$ cat src/hw/rtl/kpc_pkg.sv
package kpc_pkg;

    localparam int COUNT_WIDTH = 8;
    localparam int REG_WIDTH   = 8;
    localparam int CMP_WIDTH   = (COUNT_WIDTH > REG_WIDTH) ? COUNT_WIDTH : REG_WIDTH;

    typedef logic [COUNT_WIDTH-1:0] t_count;
    typedef logic [REG_WIDTH-1:0]   t_reg;
    typedef logic [CMP_WIDTH-1:0]   t_cmp;

    typedef enum logic [1:0] {
        REG_SHORT_PRESS = 2'd0,
        REG_LONG_PRESS  = 2'd1,
        REG_TICK_RELOAD = 2'd2,
        REG_UNUSED      = 2'd3
    } t_reg_idx;

    localparam t_reg SHORT_PRESS_RESET = 8'd3;
    localparam t_reg LONG_PRESS_RESET  = 8'd100;
    localparam t_reg TICK_RELOAD_RESET = 8'd15;

    // Bit 2 set means no single key is pressed; bits 1..0 are the key.
    typedef logic [2:0] t_key;
    localparam t_key NO_KEY = 3'd4;

    localparam logic [3:0] KEY_PIN_MASK = 4'hf;

    typedef struct packed {
        t_reg short_ticks;
        t_reg long_ticks;
    } t_key_cfg;

    typedef struct packed {
        logic       event_hit;
        logic       pending;
        logic [1:0] id;
        logic       is_long;
    } t_key_report;

    function automatic t_key decode_keys(input logic [3:0] pins);
        t_key key;
        unique case ((~pins) & KEY_PIN_MASK)
            4'b0001: key = 3'd3;
            4'b0010: key = 3'd0;
            4'b0100: key = 3'd1;
            4'b1000: key = 3'd2;
            default: key = NO_KEY;
        endcase
        return key;
    endfunction

endpackage

$ cat src/hw/rtl/kpc_classifier.sv
module kpc_classifier (
    input  logic                 i_clk,
    input  logic                 i_rst_n,
    input  logic                 i_step,
    input  logic [3:0]           i_keys_raw,
    input  logic                 i_key_taken,
    input  kpc_pkg::t_key_cfg    i_cfg,
    output kpc_pkg::t_key_report o_report
);

    kpc_pkg::t_key   r_held;
    kpc_pkg::t_key   n_held;
    kpc_pkg::t_count r_count;
    kpc_pkg::t_count n_count;
    logic            r_armed;
    logic            n_armed;
    logic            r_pending;
    logic            n_pending;
    logic [2:0]      r_code;
    logic [2:0]      n_code;
    logic            ev;
    kpc_pkg::t_key   key;

    always_comb begin
        key       = kpc_pkg::decode_keys(i_keys_raw);
        n_pending = r_pending & ~i_key_taken;
        n_code    = r_code;
        n_armed   = r_armed;
        ev        = 1'b0;

        if (key != kpc_pkg::NO_KEY) begin
            n_count = (r_held == key) ? r_count + kpc_pkg::t_count'(1) : '0;
            n_held  = key;
        end else begin
            if (r_armed && !n_pending && (r_held != kpc_pkg::NO_KEY)) begin
                n_pending = 1'b1;
                n_code    = {1'b0, r_held[1:0]};
                ev        = 1'b1;
            end
            n_armed = 1'b0;
            n_held  = kpc_pkg::NO_KEY;
            n_count = '0;
        end

        if (!n_pending && (n_held != kpc_pkg::NO_KEY)) begin
            if (kpc_pkg::t_cmp'(n_count) == kpc_pkg::t_cmp'(i_cfg.short_ticks)) begin
                n_armed = 1'b1;
            end
            if (kpc_pkg::t_cmp'(n_count) == kpc_pkg::t_cmp'(i_cfg.long_ticks)) begin
                n_code    = {1'b1, n_held[1:0]};
                n_pending = 1'b1;
                n_armed   = 1'b0;
                ev        = 1'b1;
            end
        end

        o_report.event_hit = ev;
        o_report.pending   = n_pending;
        o_report.id        = n_pending ? n_code[1:0] : 2'd0;
        o_report.is_long   = n_pending & n_code[2];
    end

    always_ff @(posedge i_clk) begin
        if (!i_rst_n) begin
            r_held    <= kpc_pkg::NO_KEY;
            r_count   <= '0;
            r_armed   <= 1'b0;
            r_pending <= 1'b0;
            r_code    <= '0;
        end else if (i_step) begin
            r_held    <= n_held;
            r_count   <= n_count;
            r_armed   <= n_armed;
            r_pending <= n_pending;
            r_code    <= n_code;
        end
    end

endmodule

$ cat src/hw/rtl/key_press_classifier_ticker.sv
// Classifies presses on four active-low keys as short or long and divides the
// timer tick into a slower system tick. Each input item is one timer tick; each
// produces exactly one result item. The block takes one item per clock unless
// o_in_stall is high. Each item goes through an input register and the key and
// divider logic into the result register. The user must write registers through
// the plain write port only while no item is in flight (the block does not enforce it).
module key_press_classifier_ticker (
    input  logic       i_clk,
    input  logic       i_rst_n,
    input  logic       i_in_valid,
    output logic       o_in_stall,
    input  logic [3:0] i_keys_raw,
    input  logic       i_key_taken,
    output logic       o_out_valid,
    input  logic       i_out_stall,
    output logic       o_key_event,
    output logic       o_key_pending,
    output logic [1:0] o_key_id,
    output logic       o_key_long,
    output logic       o_sys_tick,
    output logic       o_wake,
    input  logic       i_cfg_we,
    input  logic [1:0] i_cfg_idx,
    input  logic [7:0] i_cfg_wdata
);

    kpc_pkg::t_reg        r_short_ticks;
    kpc_pkg::t_reg        r_long_ticks;
    kpc_pkg::t_reg        r_tick_reload;
    kpc_pkg::t_reg        r_div;
    kpc_pkg::t_reg        n_div;
    logic                 n_tick;
    logic                 r_in_valid;
    logic [3:0]           r_keys_raw;
    logic                 r_key_taken;
    logic                 out_free;
    logic                 step;
    kpc_pkg::t_key_cfg    key_cfg;
    kpc_pkg::t_key_report report;

    assign out_free   = !o_out_valid || !i_out_stall;
    assign step       = r_in_valid && out_free;
    assign o_in_stall = r_in_valid && !out_free;

    always_ff @(posedge i_clk) begin
        if (!i_rst_n) begin
            r_short_ticks <= kpc_pkg::SHORT_PRESS_RESET;
            r_long_ticks  <= kpc_pkg::LONG_PRESS_RESET;
            r_tick_reload <= kpc_pkg::TICK_RELOAD_RESET;
        end else if (i_cfg_we) begin
            unique case (kpc_pkg::t_reg_idx'(i_cfg_idx))
                kpc_pkg::REG_SHORT_PRESS: r_short_ticks <= i_cfg_wdata;
                kpc_pkg::REG_LONG_PRESS:  r_long_ticks  <= i_cfg_wdata;
                kpc_pkg::REG_TICK_RELOAD: r_tick_reload <= i_cfg_wdata;
                default: ;
            endcase
        end
    end

    always_comb begin
        key_cfg.short_ticks = r_short_ticks;
        key_cfg.long_ticks  = r_long_ticks;
    end

    always_ff @(posedge i_clk) begin
        if (!i_rst_n) begin
            r_in_valid <= 1'b0;
        end else if (!o_in_stall) begin
            r_in_valid <= i_in_valid;
        end
    end

    always_ff @(posedge i_clk) begin
        if (i_in_valid && !o_in_stall) begin
            r_keys_raw  <= i_keys_raw;
            r_key_taken <= i_key_taken;
        end
    end

    kpc_classifier u_classifier (
        .i_clk       (i_clk),
        .i_rst_n     (i_rst_n),
        .i_step      (step),
        .i_keys_raw  (r_keys_raw),
        .i_key_taken (r_key_taken),
        .i_cfg       (key_cfg),
        .o_report    (report)
    );

    always_comb begin
        n_tick = (r_div == '0);
        n_div  = n_tick ? r_tick_reload : r_div - kpc_pkg::t_reg'(1);
    end

    always_ff @(posedge i_clk) begin
        if (!i_rst_n) begin
            r_div       <= kpc_pkg::TICK_RELOAD_RESET;
            o_out_valid <= 1'b0;
        end else begin
            if (step) begin
                r_div <= n_div;
            end
            if (out_free) begin
                o_out_valid <= r_in_valid;
            end
        end
    end

    always_ff @(posedge i_clk) begin
        if (step) begin
            o_key_event   <= report.event_hit;
            o_key_pending <= report.pending;
            o_key_id      <= report.id;
            o_key_long    <= report.is_long;
            o_sys_tick    <= n_tick;
            o_wake        <= report.event_hit | n_tick;
        end
    end

    a_event_sets_pending: assert property (@(posedge i_clk) disable iff (!i_rst_n)
        o_out_valid && o_key_event |-> o_key_pending)
        else $error("key report without pending flag");

    a_wake_matches: assert property (@(posedge i_clk) disable iff (!i_rst_n)
        o_out_valid |-> (o_wake == (o_key_event || o_sys_tick)))
        else $error("wake does not match key report and system tick");

    a_idle_fields_zero: assert property (@(posedge i_clk) disable iff (!i_rst_n)
        o_out_valid && !o_key_pending |-> (o_key_id == 2'd0) && !o_key_long)
        else $error("key fields set with no pending report");

    a_stall_cause: assert property (@(posedge i_clk) disable iff (!i_rst_n)
        o_in_stall |-> o_out_valid && i_out_stall && r_in_valid)
        else $error("input stalled while the result register can advance");

endmodule
$ cat config.mk
export PLATFORM = sky130hd
export DESIGN_NAME = key_press_classifier_ticker
export DESIGN_NICKNAME = d
export VERILOG_FILES = /design/src/hw/rtl/kpc_pkg.sv /design/src/hw/rtl/kpc_classifier.sv /design/src/hw/rtl/key_press_classifier_ticker.sv
export SDC_FILE = /design/constraint.sdc
export NUM_CORES = 1
export LEC_CHECK = 0
export BUFFER_PORTS_ARGS = -buffer_cell sky130_fd_sc_hd__buf_2
export CORE_MARGIN = 2
export CORE_UTILIZATION = 54
export CTS_CLUSTER_DIAMETER = 50
export DETAILED_ROUTE_END_ITERATION = 7
export HOLD_SLACK_MARGIN = 0.08
export PLACE_DENSITY = 0.76
export SYNTH_ARGS = -nofsm -noshare
export SYNTH_HDL_FRONTEND = slang
export SYNTH_SLANG_ARGS = --single-unit
$ cat constraint.sdc
create_clock -name i_clk -period 2.5 [get_ports i_clk]
set_input_delay 0.125 -clock i_clk [delete_from_list [all_inputs] [get_ports i_clk]]
set_output_delay 0.125 -clock i_clk [all_outputs]
set_load 0.03 [all_outputs]
==> impl_metrics.ini <==
[clock_tree]
cts_root_buf = clkbuf_8
cts.sinks = 62
cts_made_buffers = 9
h-tree-depth = 3
clk_latency_ps = 340
cts_max_path_buffers = 2
cts_tree = yes
clk_pin_slew_ps = 70

[final_layout]
fillCellCount = 524
syn2layout_area_growth_pct = 20.5
diodes = 0
stdcell_area_um2 = 4190
fin_nets = 478
multiInputGateArea_um2 = 1980
final_layout_size_suffix_gt1_frac = 0.204
seq_area_um2 = 1360

[pwr]
comb_power_share = 0.098
irDropWorstVdd_uv = 436
clkPwrFrac = 0.417
switching_power_mw = 0.534
p_sw_frac = 0.240
seqPwrFrac = 0.484
p_per_area_nw_per_um2 = 531
power.leakage_nw = 1.70
p_int_mw = 1.69

[route]
totalWireLength_um = 8270
drt_iter0_markers = 242
drt-pass1-iter-count = 5
drc = 0
vias = 3109
via_per_inst = 5.79
ant_nets = 0
avgRoutedWirePerCell_um = 15.4

[logic_synthesis]
synth_edf_count = 12
synth_top_area_share = 0.288
ys_ff_latch = 62
avgSynthCellArea_um2 = 8.67
yosys.area.top_type = dfxtp_1
syn-cell-area_um2 = 3480
synth.net_count = 424
synth_area_leaders = dfxtp_1 (29%), edfxtp_1 (10%), nand2_1 (6.5%)
synthCells = 401
ys_seq_area_frac = 0.392
yosysMostFrequentCell = nand2_1
yosys_warnings = 0
async_reset_ff_frac = 0
ys.flop_type = dfxtp_1
synth_common_cells = nand2_1 (60), dfxtp_1 (50), nor2_1 (25)
yosysUniqueCellTypes = 67

[setup_path]
crit_chain = and3b_1 -> a32oi_2 -> a21oi_2 -> buf_4 -> buf_4 -> a211o_1 -> a22oi_1 -> a41o_1 -> o211a_1
critical_path_arrival_ps = 2770
worstSetupStartpointType = flop
end_kind = flop
cp_slowest_cell = edfxtp_1
slowest_delay_ps = 500
worstSetupPathType = reg -> reg
crit_top_cell = buf_4
worstPathRequired_ps = 2780
cp_max_fo = 7

[hold_path]
hp-class = in -> reg

[sta]
max_freq_ghz = 0.402
worst_pin_slew_ps = 583
grt_setup_unrepaired = true
fin_crit_ps = 2490
post-route-period-util = 0.996
hold_violations = 0
fin_ws_ps = 9.93
slew_viol_final = 0
slew_headroom = 0.611
skew_ps = 10.1
setup_viol = 0

[grt]
grtUsageTotal = 0.229
grt_start_max_net_pins = 30
grt_pass1_vias = 2793
grt_pass1_wl_um = 13000
grt-ovfl-total = 0
antenna_found_initial = 0

[die]
ios = 29
dieArea_um2 = 7090
rows = 29
die_x_um = 84.2
die_y_um = 84.2
core_area_um2 = 6280
initial_utilization = 0.554

[placed_design]
hpwlAfterDp_um = 5670
dpl_cell_area_um2 = 3730
place_ws_ps = 68.2
io_buffers = 28
place.gp.congestion = 0.898

[outcome]
status = completed

[flow_run]
drv_cap = 0
per-stage QoR:
stage	setup TNS [ps]	util	instances	total power [mW]	hold slack [ps]
2_1_floorplan	0	-	401	1.23	224
3_3_place_gp	0	0.595	500	1.28	302
3_5_place_dp	0	0.595	500	1.29	304
4_1_cts	0	0.653	531	2.22	146
5_1_grt	-426	0.667	537	2.30	179
6_report	0	0.667	537	2.22	155
power by group through the flow:
stage                     sequential (mW)  clock, mW  combinational, mW
after CTS                            1.08      0.937              0.208
after global placement               1.10          0              0.184
after floorplan                      1.10          0              0.127
after global routing                 1.08      0.978              0.240
after detailed placement             1.10          0              0.189
final                                1.08      0.928              0.219
final cells by class:
cell class | instances | share of cell area
clock buffer | 13 | 0.0403
clock inverter | 3 | 0.0102
inverter | 10 | 0.00896
multi-input combinational | 301 | 0.473
sequential | 62 | 0.325
tap | 77 | 0.0230
timing repair buffer | 71 | 0.120
routing by layer:
| layer | vias up | share of wire | GRT usage |
|---|---|---|---|
| met1 | 1448 | 0.45 | 0.299 |
| met2 | 106 | 0.49 | 0.377 |
| met5 | - | 0 | 0 |
| met4 | 0 | 0.021 | 0.0865 |
| met3 | 19 | 0.045 | 0.0462 |
| li1 | 1536 | - | - |
state kept, by name, indices dropped and copies added, names as in the netlist, 2 cells and up:
| register | cells |
|---|---|
| r_short_ticks | 8 |
| u_classifier.r_code | 3 |
| r_long_ticks | 8 |
| o_key_id | 2 |
| r_keys_raw | 4 |
| r_div | 8 |
| u_classifier.r_held | 3 |
| r_tick_reload | 8 |
| u_classifier.r_count | 8 |
worst paths after layout:
path                                             from                                   to  slack [ps]  cells past startpoint
hold / removal                                i_rst_n                r_div[0]$_SDFFE_PN1P_         160                      2
setup / recovery              r_keys_raw[2]$_DFFE_PP_    u_classifier.r_armed$_SDFFE_PN0P_          10                      9
setup reg to reg              r_keys_raw[2]$_DFFE_PP_    u_classifier.r_armed$_SDFFE_PN0P_          10                      9
hold reg to reg   u_classifier.r_code[2]$_SDFFE_PN0P_  u_classifier.r_code[2]$_SDFFE_PN0P_         460                      2
critical path, delay by kind of cell (launching register included):
kind,cells,cell delay [ps]
AO/OA/AOI/OAI,6,1380
buffers and inverters,2,310
flip-flops,1,500
AND/OR/NAND/NOR,1,250
repair_timing:
action,4_1_cts,5_1_grt
resized for setup,0,10
hold buffers,15,0
endpoints found under the setup margin,0,10
buffers inserted,0,6
hold endpoints to repair,22,0
layout by cell type (no fill, tap or decap), types with 3 or more instances in the layout:
master and instances:
buf_2 28, nand3_1 17, nand2b_1 3, o21ai_0 18, mux2i_1 19, o211ai_1 3, nor3_1 10, clkbuf_8 12
a211oi_1 3, a31oi_1 4, buf_4 28, nand3b_1 3, nor2b_1 19, a21boi_0 12, edfxtp_1 12, or3_1 4
nand2_1 60, dlygate4sd3_1 15, nor3b_1 4, dfxtp_1 50, inv_1 10, xnor2_1 5, nor2_1 24, a21oi_1 17
xor2_1 9, nand4_1 3, and3_1 4
cells by family (layout without fill, tap and decap cells):
logic type,Yosys count,after routing,synth area share
XOR/XNOR,17,17,0.0508
AND/OR/NAND/NOR,172,172,0.252
buffers and inverters,38,97,0.0518
flip-flops,62,62,0.392
AO/OA/AOI/OAI,89,89,0.182
adder cells (fa/ha/maj),3,3,0.0108
multiplexers,20,20,0.0612
Power figures use the tool's default switching activity.
